## config.mk

```make
export PLATFORM = sky130hd
export DESIGN_NAME = ncs_back
export DESIGN_NICKNAME = d
export VERILOG_FILES = /design/src/hdl/ncs_pkg.sv /design/src/hdl/ncs_back.sv
export SDC_FILE = /design/constraint.sdc
export NUM_CORES = 1
export LEC_CHECK = 0
export ABC_AREA = 1
export BUFFER_PORTS_ARGS = -buffer_cell sky130_fd_sc_hd__buf_2
export CAP_MARGIN = 0
export CORE_UTILIZATION = 36
export DETAILED_ROUTE_END_ITERATION = 8
export GPL_TIMING_DRIVEN = 0
export SYNTH_ARGS = -nofsm -noshare
export SYNTH_HDL_FRONTEND = slang
export SYNTH_SLANG_ARGS = --single-unit
```

## constraint.sdc

```tcl
create_clock -name clock -period 6.7 [get_ports clock]
set_input_delay 0.67 -clock clock [delete_from_list [all_inputs] [get_ports clock]]
set_output_delay 0.67 -clock clock [all_outputs]
set_load 0.01 [all_outputs]
```

## src/hdl/ncs_pkg.sv

```systemverilog
`default_nettype none
// ----------------------------------------------------------------------------
// ncs_pkg
// Shared types, constants and distance helpers for the palette search block.
// ----------------------------------------------------------------------------
package ncs_pkg;

   localparam int PALETTE_DEPTH = 256;
   localparam int ADDR_W        = $clog2(PALETTE_DEPTH);
   localparam int CNT_W         = $clog2(PALETTE_DEPTH + 1);
   localparam int COUNT_W       = 9;
   localparam int INDEX_W       = 8;
   localparam int CHAN_W        = 8;
   localparam int WORD_W        = 4 * CHAN_W;
   localparam int DIST_W        = CHAN_W + 2;
   localparam int BEST_W        = DIST_W + 1;
   localparam int QUEUE_DEPTH   = 2;
   localparam int QPTR_W        = $clog2(QUEUE_DEPTH);
   localparam int QCNT_W        = $clog2(QUEUE_DEPTH + 1);

   localparam logic [BEST_W-1:0] START_BEST = BEST_W'(1024);

   localparam logic CMD_LOAD = 1'b0;
   localparam logic CMD_MAP  = 1'b1;

   typedef struct packed {
      logic                is_map;
      logic                write_ok;
      logic [INDEX_W-1:0]  entry_index;
      logic [WORD_W-1:0]   pixel;
   } item_type;

   typedef struct packed {
      logic                we;
      logic [ADDR_W-1:0]   waddr;
      logic [WORD_W-1:0]   wdata;
      logic                re;
      logic [ADDR_W-1:0]   raddr;
   } ram_req_type;

   typedef enum logic [1:0] {
      ST_IDLE,
      ST_SEARCH,
      ST_FINISH,
      ST_RESULT
   } back_state_type;

   function automatic logic [CHAN_W-1:0] abs_diff(input logic [CHAN_W-1:0] a,
                                                 input logic [CHAN_W-1:0] b);
      return (a > b) ? (a - b) : (b - a);
   endfunction

   function automatic logic [DIST_W-1:0] distance(input logic [WORD_W-1:0] word,
                                                 input logic [WORD_W-1:0] pix);
      logic [DIST_W-1:0] sum;
      sum = '0;
      for (int c = 0; c < 4; c++) begin
         sum = sum + DIST_W'(abs_diff(word[c*CHAN_W +: CHAN_W], pix[c*CHAN_W +: CHAN_W]));
      end
      return sum;
   endfunction

endpackage
`default_nettype wire

```

## src/hdl/ncs_back.sv

```systemverilog
`default_nettype none
// ----------------------------------------------------------------------------
// ncs_back
// Search engine: writes palette loads, scans entries for map commands and
// holds the result until it is popped.
// ----------------------------------------------------------------------------
module ncs_back (
   input  wire logic                          clock,
   input  wire logic                          reset,
   input  wire logic                          item_valid,
   input  wire ncs_pkg::item_type             item,
   output logic                               item_pop,
   input  wire logic [ncs_pkg::COUNT_W-1:0]   palette_count,
   output ncs_pkg::ram_req_type               ram_req,
   input  wire logic [ncs_pkg::WORD_W-1:0]    ram_rdata,
   output logic                               rsp_valid,
   input  wire logic                          rsp_pop,
   output logic [ncs_pkg::INDEX_W-1:0]        rsp_index
);

   ncs_pkg::back_state_type           state_ff, state_in;
   logic [ncs_pkg::CNT_W-1:0]         addr_ff, addr_in;
   logic [ncs_pkg::CNT_W-1:0]         limit_ff, limit_in;
   logic [ncs_pkg::CNT_W-1:0]         clamp;
   logic [ncs_pkg::WORD_W-1:0]        pixel_ff, pixel_in;
   logic                              rd_valid_ff, rd_valid_in;
   logic [ncs_pkg::ADDR_W-1:0]        rd_idx_ff, rd_idx_in;
   logic [ncs_pkg::BEST_W-1:0]        best_ff, best_in;
   logic [ncs_pkg::ADDR_W-1:0]        best_idx_ff, best_idx_in;
   logic                              out_valid_ff, out_valid_in;
   logic [ncs_pkg::INDEX_W-1:0]       out_idx_ff, out_idx_in;
   logic [ncs_pkg::DIST_W-1:0]        cand_dist;

   assign clamp = (palette_count > ncs_pkg::COUNT_W'(ncs_pkg::PALETTE_DEPTH)) ?
                  ncs_pkg::CNT_W'(ncs_pkg::PALETTE_DEPTH) :
                  ncs_pkg::CNT_W'(palette_count);
   assign cand_dist = ncs_pkg::distance(ram_rdata, pixel_ff);

   always_comb begin
      state_in     = state_ff;
      addr_in      = addr_ff;
      limit_in     = limit_ff;
      pixel_in     = pixel_ff;
      rd_valid_in  = 1'b0;
      rd_idx_in    = rd_idx_ff;
      best_in      = best_ff;
      best_idx_in  = best_idx_ff;
      out_valid_in = out_valid_ff && !rsp_pop;
      out_idx_in   = out_idx_ff;
      item_pop     = 1'b0;
      ram_req      = '0;

      // strict less-than keeps the lowest index on ties
      if (rd_valid_ff && (ncs_pkg::BEST_W'(cand_dist) < best_ff)) begin
         best_in     = ncs_pkg::BEST_W'(cand_dist);
         best_idx_in = rd_idx_ff;
      end

      unique case (state_ff)
         ncs_pkg::ST_IDLE: begin
            if (item_valid) begin
               item_pop = 1'b1;
               if (item.is_map) begin
                  pixel_in    = item.pixel;
                  limit_in    = clamp;
                  addr_in     = '0;
                  best_in     = ncs_pkg::START_BEST;
                  best_idx_in = '0;
                  state_in    = (clamp == '0) ? ncs_pkg::ST_RESULT : ncs_pkg::ST_SEARCH;
               end else begin
                  ram_req.we    = item.write_ok;
                  ram_req.waddr = item.entry_index[ncs_pkg::ADDR_W-1:0];
                  ram_req.wdata = item.pixel;
               end
            end
         end
         ncs_pkg::ST_SEARCH: begin
            ram_req.re    = 1'b1;
            ram_req.raddr = addr_ff[ncs_pkg::ADDR_W-1:0];
            rd_valid_in   = 1'b1;
            rd_idx_in     = addr_ff[ncs_pkg::ADDR_W-1:0];
            addr_in       = addr_ff + ncs_pkg::CNT_W'(1);
            if (addr_ff == limit_ff - ncs_pkg::CNT_W'(1)) begin
               state_in = ncs_pkg::ST_FINISH;
            end
         end
         ncs_pkg::ST_FINISH: begin
            state_in = ncs_pkg::ST_RESULT;
         end
         ncs_pkg::ST_RESULT: begin
            if (!out_valid_ff || rsp_pop) begin
               out_valid_in = 1'b1;
               out_idx_in   = ncs_pkg::INDEX_W'(best_idx_ff);
               state_in     = ncs_pkg::ST_IDLE;
            end
         end
         default: begin
            state_in = ncs_pkg::ST_IDLE;
         end
      endcase
   end

   always_ff @(posedge clock) begin
      if (reset) begin
         state_ff     <= ncs_pkg::ST_IDLE;
         rd_valid_ff  <= 1'b0;
         out_valid_ff <= 1'b0;
      end else begin
         state_ff     <= state_in;
         rd_valid_ff  <= rd_valid_in;
         out_valid_ff <= out_valid_in;
      end
   end

   always_ff @(posedge clock) begin
      addr_ff     <= addr_in;
      limit_ff    <= limit_in;
      pixel_ff    <= pixel_in;
      rd_idx_ff   <= rd_idx_in;
      best_ff     <= best_in;
      best_idx_ff <= best_idx_in;
      out_idx_ff  <= out_idx_in;
   end

   assign rsp_valid = out_valid_ff;
   assign rsp_index = out_idx_ff;

`ifndef SYNTH
   a_search_in_range: assert property (@(posedge clock) disable iff (reset)
      state_ff == ncs_pkg::ST_SEARCH |-> addr_ff < limit_ff)
      else $error("search address beyond entry count");

   a_read_in_range: assert property (@(posedge clock) disable iff (reset)
      rd_valid_ff |-> ncs_pkg::CNT_W'(rd_idx_ff) < limit_ff)
      else $error("compared entry beyond entry count");

   a_result_source: assert property (@(posedge clock) disable iff (reset)
      $rose(out_valid_ff) |-> $past(state_ff == ncs_pkg::ST_RESULT))
      else $error("result appeared outside result state");

   a_map_starts: assert property (@(posedge clock) disable iff (reset)
      item_pop && item.is_map |=> state_ff != ncs_pkg::ST_IDLE)
      else $error("map command did not start a search");
`endif

endmodule
`default_nettype wire

```

==> impl_metrics.yaml, run 1 <==
clocking:
  clkSinkCount: 89
  h-tree-depth: 3
  clock_latency_ps: 350
  post_cts_buffers: 0
  cts.clk_slew.worst_paths_ps: 70
  clockRootBuffer: "clkbuf_16"
  cts_tree: "yes"
  cts_max_path_buffers: 2
  ctsHoldBuffers: 0
  ctsResizeCount: 0
  cts_buffers: 9
synth:
  synthMuxAreaShare: 0.0117
  synth_fa_ha_area_frac: 0.202
  synth_simple_gate_area_share: 0.156
  synthesis.nets: 1160
  synth_xor_area_frac: 0.0497
  async_flop_share: 0
  synth_top_family_by_area: "adder cells"
  synth-seq-area-share: 0.322
  synth_edf_count: 66
  syn_avg_cell_area_um2: 7.86
  synth-seq-cells: 89
  syn_inst: 965
  synth-compound-area-share: 0.122
  yosysWarnings: 0
  synth_ff_type: "edfxtp_1"
  netlist_area_mm2: 0.00758
  yosysUniqueCellTypes: 42
finish:
  final_common_cell: "inv_1"
  fin_area_mm2: 0.00899
  final_cell_mix: "inv_1 (238), buf_2 (153), nand2_1 (135), nor2_1 (104), ha_1 (84)"
  layout-drive-gt1-share: 0.177
  area_growth_pct: 18.5
  nets: 1320
  n_antenna_cell: 0
worst_setup_path:
  crit_top_cell: "inv_1"
  arrival_ps: 6250
  crit_path_end_kind: "flip-flop"
  crit_required_ps: 6930
  worst-path-max-fanout: 10
  worstSetupPathType: "in -> reg"
  cp-start-kind: "primary input"
  worst_path_largest_cell_delay_ps: 530
  crit_slowest_cell: "fa_1"
drt:
  vias: 6342
  vias_per_cell: 4.53
  drt-pass1-iter-count: 5
  detail-route-antenna-nets: 0
  drc: 0
  drt_iter0_markers: 282
  routed_wl_um: 16500
  wire_per_inst_um: 11.8
power_and_ir_drop:
  peakVddDrop_mv: 0.325
  p_leak_nw: 4.85
  p_per_area_mw_per_mm2: 463
placement:
  place_area_mm2: 0.00869
  dp_hpwl_um: 13600
  place_congestion: 0.861
  portBuffers: 146
floorplanning:
  fp.dieH_um: 147
  die_area_mm2: 0.0217
  start_util: 0.371
  io_pins: 147
  die_x_um: 147
  fp-row-count: 52
  core_mm2: 0.0204
grt:
  antenna_found_initial: 0
  grt_pass1_wl_um: 27900
  top_usage_layer: "met2"
  grt_overflow: 0
  grtUsageMet3: 0.0248
  grt_util_met1: 0.221
  grt_pass1_vias: 6076
  grt_usage: 0.160
  grt_start_max_net_pins: 19
  use_met2: 0.258
sta:
  hold_viol: 0
  fin_crit_sh: 0.898
  worst_pin_slew_ps: 1240
  fmax_mhz: 166
  whs_ps: 432
  grt_setup_unrepaired: "false"
  drv_slew: 0
  period_needed_ps: 6020
  relSlewSlack: 0.162
  finClkSkew_ps: 5.60
  finalSetupViolCount: 0
  fin_tns_setup_ps: 0
run:
  maxCapViolations: 0
hold_path:
  hold_path.class: "reg -> reg"
status:
  outcome: "completed"
-- critical path, delay by kind of cell --
| kind | cells | cell delay, ps |
|---|---|---|
| simple gates | 9 | 910 |
| compound gates | 9 | 1170 |
| buf+inv | 9 | 1050 |
| xor+xnor | 1 | 150 |
| fa+ha+maj | 6 | 2290 |
-- synth_stat cells (9+ instances only) --
library cell | number | share of area
o221ai_1 | 11 | 0.013
xor2_1 | 34 | 0.039
nand4_1 | 9 | 0.0074
fa_1 | 24 | 0.063
inv_1 | 238 | 0.12
nand3_1 | 24 | 0.016
a21oi_1 | 70 | 0.046
ha_1 | 84 | 0.14
nand2_1 | 135 | 0.067
nor2_1 | 104 | 0.051
dfxtp_1 | 23 | 0.061
xnor2_1 | 9 | 0.010
o21ai_0 | 57 | 0.038
edfxtp_1 | 66 | 0.26
-- per-layer routing --
metal / vias up / wire, um
met3: 13 / 617
li1: 3357 / -
met2: 126 / 7460
met1: 2846 / 8200
met4: 0 / 180
met5: - / 0
-- path summary, 6_finish.rpt --
path / slack (ps) / endpoint / cells after the start / from
worst max-delay path: 680 / best_ff[9] / 34 / ram_rdata[8]
worst max register to register: 790 / best_ff[9] / 31 / pixel_ff[8]
worst min-delay path: 430 / rsp_index[6] / 0 / best_idx_ff[6]
worst min register to register: 430 / rsp_index[6] / 0 / best_idx_ff[6]
-- through the flow --
step	setup WS (ps)	cells	utilization	power, mW
floorplan	1050	965	-	3.06
global placement	-325	1381	0.424	3.64
detailed placement	339	1384	0.426	3.69
CTS	694	1400	0.440	4.24
global route	59.1	1400	0.440	4.79
finish	682	1400	0.440	4.16
-- registers in the layout, indices dropped and copies added (netlist names) --
name,cells
pixel_ff,32
best_ff,11
addr_ff,9
limit_ff,9
best_idx_ff,8
rd_idx_ff,8
rsp_index,8
state_ff,2
rd_valid_ff,1
rsp_valid,1
-- cell families (layout without fill, tap and decap cells) --
family          after synthesis  in the layout
simple gates                290            290
buf+inv                     263            428
compound gates              164            164
fa+ha+maj                   108            108
flops                        89             89
xor+xnor                     43             43
mux                           8              8
-- report_power, final --
group	total [mW]	internal (mW)	switching (mW)	leakage, nW
Clock	0.515	0.264	0.252	0.140
Sequential	0.829	0.751	0.0782	0.806
Combinational	2.82	1.16	1.66	3.90
-- final cells by class --
cell class,instances,area (um2)
buffer,23,130
clock buffer,9,225
clock inverter,7,68.8
fill,2100,11400
inverter,240,901
multi-input combinational,613,4120
sequential,89,2440
tap,270,338
timing repair buffer,149,768
Power figures use the tool's default switching activity.
==> inputs of run 2 (changes only) <==
Clock period 6.7 ns to 5.1 ns, I/O delays scaled along.
==> impl_metrics.yaml, run 2 (synthesis gave the netlist of run 1 again) <==
floorplanning:
  start_util: 0.371
  die_area_mm2: 0.0217
  fp.dieH_um: 147
  io_pins: 147
  die_x_um: 147
  core_mm2: 0.0204
  fp-row-count: 52
worst_setup_path:
  crit_slowest_cell: "fa_1"
  worstSetupPathType: "reg -> reg"
  cp-start-kind: "flip-flop"
  arrival_ps: 5680
  r2r_setup_slack_ps: -330
  r2r_cells: 30
  crit_required_ps: 5350
  crit_path_end_kind: "flip-flop"
  reg2reg_to: "best_idx_ff[4]"
  worst_path_largest_cell_delay_ps: 490
  worst-path-max-fanout: 7
  cp-startpoint: "pixel_ff[0]"
  r2r-start: "pixel_ff[0]"
hold_path:
  holdPathEnd: "pixel_ff[2]"
  holdPathStages: 1
  hold_path.class: "in -> reg"
  min-delay-start: "item[2]"
drt:
  vias: 6528
  vias_per_cell: 4.58
  routed_wl_um: 17600
  drt-pass1-iter-count: 5
  drt_iter0_markers: 349
  wire_per_inst_um: 12.3
  detail-route-antenna-nets: 0
  drc: 0
clocking:
  cts_buffers: 9
  clock_latency_ps: 350
  cts_max_path_buffers: 2
  h-tree-depth: 3
  clockRootBuffer: "clkbuf_16"
  clkSinkCount: 89
  ctsHoldBuffers: 0
  cts.clk_slew.worst_paths_ps: 80
  cts_tree: "yes"
grt:
  grt_pass1_vias: 6138
  antenna_found_initial: 0
  grt_pass1_wl_um: 28600
  grt_overflow: 0
  grt_start_max_net_pins: 17
  grt_usage: 0.165
power_and_ir_drop:
  p_per_area_mw_per_mm2: 717
  total_power_mw: 6.88
  p_leak_nw: 5.03
  peakVddDrop_mv: 0.713
finish:
  layout-drive-gt1-share: 0.261
  final_util: 0.469
  final_cell_mix: "inv_1 (223), buf_2 (147), nand2_1 (126), nor2_1 (100), ha_1 (71)"
  area_growth_pct: 26.4
  largest_reg_flops: 32
  nets: 1345
  top_regs: "pixel_ff: 32 flops, best_ff: 11 flops"
  finalNonFillerCells: 1425
  regMostFlops: "pixel_ff"
  final_common_cell: "inv_1"
  n_antenna_cell: 0
  fin_area_mm2: 0.00959
sta:
  worst_pin_slew_ps: 1270
  drv_slew: 0
  fin_tns_setup_ps: -5180
  finalSetupViolCount: 18
  relSlewSlack: 0.146
  grt_setup_unrepaired: "true"
  period_needed_ps: 5430
  finClkSkew_ps: 10.1
  setup_slack_ps: -329
  fmax_mhz: 184
  whs_ps: 343
  fin_crit_sh: 1.06
  hold_viol: 0
placement:
  place_area_mm2: 0.00883
  portBuffers: 146
  pre_cts_slack_ps: -861
  dp_hpwl_um: 13800
  dp_cells: 1384
  place_congestion: 0.885
run:
  maxCapViolations: 0
status:
  outcome: "complete, but fails checks"
  violations: "setup timing"
-- run 2: timing repair --
item,4_1_cts,5_1_grt
pin swaps,22,13
buffers inserted,11,10
resized for setup,49,28
endpoints found under the setup margin,18,18
hold endpoints to repair,0,0
gates cloned,3,1
-- run 2: worst max-delay path by stage --
| stage | end | slack (ps) | cells past startpoint |
|---|---|---|---|
| after CTS | best_idx_ff[4] | -230 | 33 |
| final | best_idx_ff[4] | -330 | 30 |
| after detailed placement | best_idx_ff[3] | -860 | 30 |
| after global routing | best_ff[9] | -620 | 33 |
| after global placement | addr_ff[1] | -1890 | 7 |
| after floorplan | best_idx_ff[4] | -80 | 35 |
-- run 2: power breakdown --
group,switching [mW],internal [mW]
Sequential,0.109,0.987
Clock,0.316,0.338
Combinational,2.84,2.29
-- run 2: area by class of cell --
type | count | area (um2)
Buffer | 23 | 168
Clock buffer | 10 | 229
Clock inverter | 6 | 47.5
Fill cell | 2056 | 10800
Inverter | 240 | 916
Multi-Input combinational cell | 615 | 4470
Sequential cell | 89 | 2440
Tap cell | 270 | 338
Timing Repair Buffer | 172 | 975
-- run 2: worst max-delay path: cells and delay by family, from the launching register on --
family | cells | cell delay (ps)
and+or+nand+nor | 10 | 910
AOI/OAI and AO/OA | 7 | 950
buffers and inverters | 5 | 540
muxes | 1 | 290
DFF | 1 | 430
adders and majority gates | 7 | 2180
-- run 2: layer usage --
layer	routed length, um	part of all wire	GRT usage
met1	8660	0.49	0.220
met3	639	0.036	0.0233
met5	0	0	0
met4	174	0.0099	0.0433
met2	8070	0.46	0.280
