### src/hdl/ncs_pkg.sv
`default_nettype none
// ----------------------------------------------------------------------------
// ncs_pkg
// Shared types, constants and distance helpers for the palette search block.
// ----------------------------------------------------------------------------
package ncs_pkg;

   localparam int PALETTE_DEPTH = 256;
   localparam int ADDR_W        = $clog2(PALETTE_DEPTH);
   localparam int CNT_W         = $clog2(PALETTE_DEPTH + 1);
   localparam int COUNT_W       = 9;
   localparam int INDEX_W       = 8;
   localparam int CHAN_W        = 8;
   localparam int WORD_W        = 4 * CHAN_W;
   localparam int DIST_W        = CHAN_W + 2;
   localparam int BEST_W        = DIST_W + 1;
   localparam int QUEUE_DEPTH   = 2;
   localparam int QPTR_W        = $clog2(QUEUE_DEPTH);
   localparam int QCNT_W        = $clog2(QUEUE_DEPTH + 1);

   localparam logic [BEST_W-1:0] START_BEST = BEST_W'(1024);

   localparam logic CMD_LOAD = 1'b0;
   localparam logic CMD_MAP  = 1'b1;

   typedef struct packed {
      logic                is_map;
      logic                write_ok;
      logic [INDEX_W-1:0]  entry_index;
      logic [WORD_W-1:0]   pixel;
   } item_type;

   typedef struct packed {
      logic                we;
      logic [ADDR_W-1:0]   waddr;
      logic [WORD_W-1:0]   wdata;
      logic                re;
      logic [ADDR_W-1:0]   raddr;
   } ram_req_type;

   typedef enum logic [1:0] {
      ST_IDLE,
      ST_SEARCH,
      ST_FINISH,
      ST_RESULT
   } back_state_type;

   function automatic logic [CHAN_W-1:0] abs_diff(input logic [CHAN_W-1:0] a,
                                                 input logic [CHAN_W-1:0] b);
      return (a > b) ? (a - b) : (b - a);
   endfunction

   function automatic logic [DIST_W-1:0] distance(input logic [WORD_W-1:0] word,
                                                 input logic [WORD_W-1:0] pix);
      logic [DIST_W-1:0] sum;
      sum = '0;
      for (int c = 0; c < 4; c++) begin
         sum = sum + DIST_W'(abs_diff(word[c*CHAN_W +: CHAN_W], pix[c*CHAN_W +: CHAN_W]));
      end
      return sum;
   endfunction

endpackage
`default_nettype wire

### src/hdl/ncs_front.sv
`default_nettype none
// ----------------------------------------------------------------------------
// ncs_front
// Request intake: classifies each command and queues it for the search engine.
// ----------------------------------------------------------------------------
module ncs_front (
   input  wire logic                          clock,
   input  wire logic                          reset,
   input  wire logic                          push,
   output logic                               full,
   input  wire logic                          command,
   input  wire logic [ncs_pkg::INDEX_W-1:0]   entry_index,
   input  wire logic [ncs_pkg::WORD_W-1:0]    pixel,
   output logic                               item_valid,
   output ncs_pkg::item_type                  item,
   input  wire logic                          item_pop
);

   ncs_pkg::item_type                 mem_ff [ncs_pkg::QUEUE_DEPTH];
   ncs_pkg::item_type                 new_item;
   logic [ncs_pkg::QPTR_W-1:0]        wr_ptr_ff, wr_ptr_in;
   logic [ncs_pkg::QPTR_W-1:0]        rd_ptr_ff, rd_ptr_in;
   logic [ncs_pkg::QCNT_W-1:0]        cnt_ff, cnt_in;
   logic                              push_ok;
   logic                              pop_ok;

   assign full       = (cnt_ff == ncs_pkg::QCNT_W'(ncs_pkg::QUEUE_DEPTH));
   assign item_valid = (cnt_ff != '0);
   assign push_ok    = push && !full;
   assign pop_ok     = item_pop && item_valid;
   assign item       = mem_ff[rd_ptr_ff];

   always_comb begin
      new_item.is_map      = (command == ncs_pkg::CMD_MAP);
      new_item.write_ok    = (command == ncs_pkg::CMD_LOAD) &&
                             (ncs_pkg::COUNT_W'(entry_index) <
                              ncs_pkg::COUNT_W'(ncs_pkg::PALETTE_DEPTH));
      new_item.entry_index = entry_index;
      new_item.pixel       = pixel;
   end

   always_comb begin
      wr_ptr_in = wr_ptr_ff;
      rd_ptr_in = rd_ptr_ff;
      cnt_in    = cnt_ff;
      if (push_ok) begin
         wr_ptr_in = (wr_ptr_ff == ncs_pkg::QPTR_W'(ncs_pkg::QUEUE_DEPTH - 1)) ?
                     '0 : wr_ptr_ff + ncs_pkg::QPTR_W'(1);
      end
      if (pop_ok) begin
         rd_ptr_in = (rd_ptr_ff == ncs_pkg::QPTR_W'(ncs_pkg::QUEUE_DEPTH - 1)) ?
                     '0 : rd_ptr_ff + ncs_pkg::QPTR_W'(1);
      end
      if (push_ok && !pop_ok) begin
         cnt_in = cnt_ff + ncs_pkg::QCNT_W'(1);
      end else if (pop_ok && !push_ok) begin
         cnt_in = cnt_ff - ncs_pkg::QCNT_W'(1);
      end
   end

   always_ff @(posedge clock) begin
      if (reset) begin
         wr_ptr_ff <= '0;
         rd_ptr_ff <= '0;
         cnt_ff    <= '0;
      end else begin
         wr_ptr_ff <= wr_ptr_in;
         rd_ptr_ff <= rd_ptr_in;
         cnt_ff    <= cnt_in;
      end
   end

   always_ff @(posedge clock) begin
      if (push_ok) begin
         mem_ff[wr_ptr_ff] <= new_item;
      end
   end

endmodule
`default_nettype wire

### config.mk
export PLATFORM = sky130hd
export DESIGN_NAME = ncs_front
export DESIGN_NICKNAME = d
export VERILOG_FILES = /design/src/hdl/ncs_pkg.sv /design/src/hdl/ncs_front.sv
export SDC_FILE = /design/constraint.sdc
export NUM_CORES = 1
export LEC_CHECK = 0
export BUFFER_PORTS_ARGS = -buffer_cell sky130_fd_sc_hd__buf_2
export CAP_MARGIN = 10
export CORE_MARGIN = 2
export CORE_UTILIZATION = 48
export CTS_BUF_LIST = sky130_fd_sc_hd__clkbuf_8
export CTS_CLUSTER_SIZE = 20
export DETAILED_ROUTE_END_ITERATION = 7
export PLACE_DENSITY = 0.84
export SETUP_SLACK_MARGIN = 0.15
export SYNTH_ARGS = -nofsm -noshare
export SYNTH_HDL_FRONTEND = slang
export SYNTH_SLANG_ARGS = --single-unit
### constraint.sdc
create_clock -name clock -period 2.12 [get_ports clock]
set_input_delay 0.212 -clock clock [delete_from_list [all_inputs] [get_ports clock]]
set_output_delay 0.212 -clock clock [all_outputs]
set_load 0.01 [all_outputs]
==> metrics, run 1 <==
status finished, final reports clean; Die H ~86 um; fillers between 400 and 500; Tot GR Track Use 0.1406; core area between 0.006 and 0.007 sq mm; Register Area roughly 0.0026 sq mm; die area 0.007433 sq mm; Power Total 4.540 mW; f_max approximately 0.57 GHz; average size of a mapped cell around 21 sq um; post-synthesis cell count approximately 160; final hold violations 0; total CTS buffers 9; Die Wd 86.22 um; Worst EP required 1910 ps; Synth Net Count 203; Tightest Hold Check Type primary input to register; DR vias ~1,700; RSZ-0062 raised after global routing false; clk sinks 89; post_cts resized 0; IO buf count between 80 and 90; Final Wtd Congestion 0.6713; slew margin rel. 0.7586; Synth Warn # 0; period utilization 0.8234; CP bufs+invs 2; share of layout cells above drive strength 1 0.5830; slowest stage delay, CP just under 400 ps; Post-CTS Hold Buffers 0; worst slew pin tran roughly 360 ps; post-synthesis cell type count 14; initial core utilization 0.5023; average via count per standard cell roughly 5.0; largest net degree at the start of global routing between 40 and 50; Placed Instances about 320; H-tree depth 3; DRC Markers 0; clk buf depth 2; maximum VDD drop around 0.60 mV; crit-path leading delay family buffers and inverters; boundary pin count 89; post-synthesis sequential area ratio 0.8083; Area Growth Syn to Fin 23.06%; Detailed Route WL 5140 um; leakage power approximately 1.5 nW; Synth Register Bits about 90; vias in the first global route around 1,700; clk_lat worst skew roughly 340 ps; Post-DRT Antenna Nets 0; Cell Chain, Critical Path buf_4, mux2_2, buf_2; worst-path fanout max 27; minimum clock period around 1700 ps; Stages on worst setup path 3; Max-Cap Viols 0; final net count 301; Slowest cell on crit path mux2_2; CTS tree built; first drt pass iteration count 3; GRT overflow 0; Worst Hold Depth 1; Syn Std Cell Area 0.003244 sq mm; worst-case clock skew 9.682 ps; Multi-input gate area 586.8 sq um; Routed wire per std cell about 15 um; # setup viols final 0; clk slew on worst S/H paths about 80 ps; initial antenna violation count 0; DP Wirelength between 3000 and 4000 um; global-route wire length before repair 7797 um; clock root buffer clkbuf_8; CP Capture Type output port; cell area power density around 1100 mW/mm^2; fin. max-slew vios 0; WS Path Type register to output port; # rows 29; Layout Cells excl Fill 336; crit path launch type register; postcts setup bufs 0; CP arrival approximately 1500 ps; R2R depth 4; Setup TNS 0 ps; Antenna Cells 0; DRT iter0 DRCs between 40 and 50
layout make-up:
| cell class | count | area share |
|---|---|---|
| multi-input combinational | 60 | 0.1470 |
| timing repair buffer | 92 | 0.1241 |
| clock inverter | 6 | 0.01285 |
| inverter | 3 | 0.003761 |
| tap | 77 | 0.02413 |
| sequential | 89 | 0.6572 |
| clock buffer | 9 | 0.03102 |
power by group:
group          switching (mW)  total (mW)  internal, mW
registers              0.0650        2.27          2.21
logic                   0.636        1.22         0.589
clock network           0.519        1.04         0.522
total                    1.22        4.54          3.32
path summary, 6_finish.rpt:
check        startpoint            end  slack (ps)
min           pixel[23]  mem_ff[1][23]          60
min reg2reg   wr_ptr_ff      wr_ptr_ff         500
max reg2reg   cnt_ff[0]  mem_ff[0][26]         570
max            register       item[20]         370
registers in the layout, summed over array words and instances, names as in the netlist, named ones only:
signal and count:
cnt_ff 2, mem_ff 84, rd_ptr_ff 1, wr_ptr_ff 1
kinds of logic (layout without fill, tap and decap cells):
logic type	after synthesis	in the layout	share of synthesized area
buffers and inverters	8	110	0.01118
adders and majority gates	1	1	0.003856
and+or+nand+nor	9	9	0.01504
muxes	42	42	0.1458
xor gates and xnor gates	3	3	0.008100
DFF	89	89	0.8083
AOI/OAI and AO/OA	5	5	0.007712
worst reg2reg max path, stage by stage (launching register included):
cell and delay (ps):
dfxtp_1 420, nor2b_2 80, or3_1 360, clkinvlp_4 100, buf_12 230
layout by cell type, fill, tap and decap left out:
| cell | instances |
|---|---|
| or3_1 | 2 |
| dfxtp_2 | 1 |
| and2_2 | 1 |
| xor2_1 | 3 |
| mux2_2 | 42 |
| nor2_1 | 4 |
| o21ai_0 | 3 |
| or2_2 | 1 |
| clkinv_1 | 2 |
| inv_1 | 3 |
| edfxtp_1 | 84 |
| nor2b_2 | 1 |
| buf_4 | 2 |
| clkbuf_8 | 9 |
| clkinv_2 | 2 |
| ha_1 | 1 |
| a21oi_1 | 2 |
| bufinv_16 | 1 |
| dfxtp_1 | 4 |
| buf_2 | 88 |
| buf_12 | 2 |
| clkinvlp_4 | 1 |
synth_stat cells, drive strengths merged:
library cell / instances / area, sq um
or2: 1 / 6.260
xor2: 3 / 26.28
or3: 2 / 12.51
o21ai: 3 / 15.01
a21oi: 2 / 10.01
mux2: 42 / 473.0
nor2b: 1 / 8.760
ha: 1 / 12.51
buf: 5 / 25.02
inv: 3 / 11.26
nor2: 4 / 15.01
dfxtp: 5 / 100.1
edfxtp: 84 / 2522
and2: 1 / 6.260
per-stage QoR:
| step | hold slack, ps | util | worst slack, ps | area (sq um) |
|---|---|---|---|---|
| finish | 60.86 | 0.6182 | 374.3 | 3993 |
| global route | 38.52 | 0.6182 | 306.1 | 3993 |
| CTS | 40.11 | 0.6182 | 317.7 | 3993 |
| detailed placement | 403.1 | 0.5911 | 577.5 | 3817 |
| global placement | 400.5 | 0.5911 | 611.4 | 3817 |
| floorplan | 281.1 | - | 384.9 | 3249 |
per-layer routing:
layer  share of wire  global-route usage
met1            0.41              0.1584
met2            0.51              0.2431
met3           0.067             0.05810
met4           0.012             0.04688
met5               0                   0
Note: power is estimated with default switching activity, not from simulation.
==> inputs of run 2 (changes only) <==
--- a/config.mk
+++ b/config.mk
@@ -5,14 +5,15 @@
 export SDC_FILE = /design/constraint.sdc
 export NUM_CORES = 1
 export LEC_CHECK = 0
+export ABC_AREA = 1
 export BUFFER_PORTS_ARGS = -buffer_cell sky130_fd_sc_hd__buf_2
 export CAP_MARGIN = 10
 export CORE_MARGIN = 2
-export CORE_UTILIZATION = 48
+export CORE_UTILIZATION = 52
 export CTS_BUF_LIST = sky130_fd_sc_hd__clkbuf_8
 export CTS_CLUSTER_SIZE = 20
 export DETAILED_ROUTE_END_ITERATION = 7
-export PLACE_DENSITY = 0.84
+export PLACE_DENSITY = 0.86
 export SETUP_SLACK_MARGIN = 0.15
 export SYNTH_ARGS = -nofsm -noshare
 export SYNTH_HDL_FRONTEND = slang
==> constraint.sdc (replaced) <==
create_clock -name clock -period 1.8 [get_ports clock]
set_input_delay 0.18 -clock clock [delete_from_list [all_inputs] [get_ports clock]]
set_output_delay 0.18 -clock clock [all_outputs]
set_load 0.01 [all_outputs]
==> metrics, run 2 <==
status complete, but fails checks; violated checks DRC; Setup TNS 0 ps (unchanged); met1 WL 2531 um (+21%); clk_lat worst skew 340 ps (about the same); Tightest Hold Check Type primary input to register; final net count 321 (+6.6%); CP arrival 1460 ps (-70 ps); Routed wire per std cell 17.58 um (+15%); share of layout cells above drive strength 1 0.5683 (-0.01467); fin. max-slew vios 0 (unchanged); DR vias 1,800 (+6.2%); DP Wirelength 3670 um (+13%); worst slew pin tran 358.3 ps (-3.707 ps); most frequent cells in the layout edfxtp_1, buf_2, mux2_4, inv_1, buf_6; Top Layer Used met4; Worst EP required 1620 ps (-290 ps); average via count per standard cell 5.070 (+0.51%); P_sw 1.586 mW (+30%); vias in the first global route 1,891 (+12%); Max-Cap Viols 0 (unchanged); total CTS buffers 9 (unchanged); Yosys top cell area share 0.7239 (-0.05360); synth top area cells edfxtp_1, mux2_4, dfxtp_1; initial core utilization 0.5426 (+0.04024); clk buf depth 2 (unchanged); minimum clock period roughly 1600 ps; DRT iter0 DRCs 101 (+120%); IO buf count 88 (unchanged); CP Capture Type output port; Syn Std Cell Area 0.003485 sq mm (+7.4%); worst-case clock skew 3.319 ps (-6.363 ps); Slowest cell on crit path dfxtp_4; RSZ-0062 raised after global routing true; most common cell after layout, fill and taps aside edfxtp_1; post-layout util 0.6850 (+0.06681); Pint 4.341 mW (+31%); post-synthesis cell type count 15 (+1); Post-DRT Antenna Nets 0 (unchanged); CTS tree built; Synth Register Bits 89 (unchanged); met3 routed WL 268 um (-22%); WS Path Type register to output port; cell area power density 1347 mW/mm^2 (+18%); leakage power 1.784 nW (+18%); prevailing post-synth register cell edfxtp_1; clk slew on worst S/H paths 80 ps (about the same); H-tree depth 3 (unchanged); # rows 29 (unchanged); average size of a mapped cell 20.62 sq um (-0.22%); slowest stage delay, CP 470 ps (+80 ps); f_max around 0.6 GHz; Synth Net Count 215 (+5.9%); clk sinks 89 (unchanged); Area Growth Syn to Fin 26.25%; worst-path fanout max 7 (-74%); Tot GR Track Use 0.1643 (+0.02369); DRC Markers 2 (+2); biggest regs mem_ff (84), cnt_ff (2); post-synthesis cell count 169 (+7.6%); Layout Cells excl Fill 355 (+5.7%); core area 0.006422 sq mm (-0.56%); number of flops mapped to enable cells by yosys 84 (unchanged); boundary pin count 89 (unchanged); Sw Share 0.2676 (-0.001012); final hold violations 0 (unchanged); largest net degree at the start of global routing 27 (-37%); slew margin rel. 0.7611 (+0.002471); Placed Instances 334 (+4.0%); Antenna Cells 0 (unchanged); combinational share of power 0.306 (+0.036); GRT overflow 0 (unchanged); Die Wd 85.86 um (-0.41%); clock root buffer clkbuf_8; postcts setup bufs 0 (unchanged); post-synthesis sequential area ratio 0.7526 (-0.05573); Synth Warn # 0 (unchanged); most frequent cell after synthesis edfxtp_1; metal2 WL 3341 um (+26%); clock network power share 0.231 (+0.002); Detailed Route WL 6242 um (+21%); Async S/R FF share, synth 0 (unchanged); global-route wire length before repair 8845 um (+13%); max FFs per register 84 (unchanged); Largest Register mem_ff; Cell Chain, Critical Path clkbuf_16, mux2_4, buf_2; Final Wtd Congestion 0.6944 (+3.4%); synth cell count leaders edfxtp_1, mux2_4, inv_1; Synth area leader edfxtp_1; Die H 85.86 um (-0.41%); die area 0.007372 sq mm (-0.82%); period utilization 0.9091; crit path launch type register; maximum VDD drop 0.8544 mV (+42%); initial antenna violation count 0 (unchanged); power share of the sequential group 0.463 (-0.038); first drt pass iteration count 6 (+3); # setup viols final 0 (unchanged)
[run 2: cells by family (layout without fill, tap and decap cells)]
group                      Yosys count  after routing  synth area share
adders and majority gates            1              1          0.003590
buffers and inverters               14            123           0.03591
AOI/OAI and AO/OA                    5              5          0.008259
and+or+nand+nor                     18             18           0.02083
muxes                               42             42            0.1788
DFF                                 89             89            0.7526
[run 2: what timing repair did]
action / CTS / global route
endpoints found under the hold margin: 0 / 2
pin swaps: 0 / 0
resized for setup: 1 / 12
gates cloned: 1 / 5
setup endpoints to repair: 42 / 40
hold buffers: 0 / 1
[run 2: final timing paths]
kind	from	end	slack, ps	depth (start not counted)
max	register	item[10]	160	3
min	pixel[2]	mem_ff[0][2]	20	1
max reg2reg	cnt_ff[1]	cnt_ff[1]	260	9
min reg2reg	rd_ptr_ff	register	530	2
[run 2: worst max-delay path: cells and delay by family (launching register included)]
family	cells	cell delay (ps)
mux	1	300
buf+inv	2	340
flops	1	470
[run 2: final cells by class]
class	instances	area (sq um)
fill	467	2023
clock inverter	5	73.82
sequential	89	2626
inverter	9	33.78
multi-input combinational	66	759.5
timing repair buffer	100	685.7
tap	77	96.34
clock buffer	9	123.9
[run 2: power groups by stage]
| stage | clock (mW) | combinational, mW | sequential (mW) |
|---|---|---|---|
| CTS | 1.41 | 1.61 | 2.72 |
| finish | 1.37 | 1.81 | 2.74 |
| detailed placement | 0 | 1.56 | 2.76 |
| global route | 1.48 | 1.95 | 2.77 |
| global placement | 0 | 1.51 | 2.73 |
| floorplan | 0 | 1.14 | 2.73 |
[run 2: stage by stage]
stage / hold slack [ps] / setup slack [ps] / total power [mW] / instance area (sq um)
2_1_floorplan: 278.9 / -190.1 / 3.874 / 3490
6_report: 20.49 / 163.6 / 5.927 / 4399
3_5_place_dp: 371.3 / 246.6 / 4.312 / 3996
4_1_cts: 1.027 / 114.7 / 5.739 / 4222
3_3_place_gp: 366.7 / 377.1 / 4.240 / 3996
5_1_grt: 0.5558 / 106.0 / 6.200 / 4399
[run 2: layer usage]
metal  track usage  up-vias
li1              -      848
met1        0.1902      888
met2        0.2777       53
met3       0.04716       11
met4       0.08514        0
met5             0        -
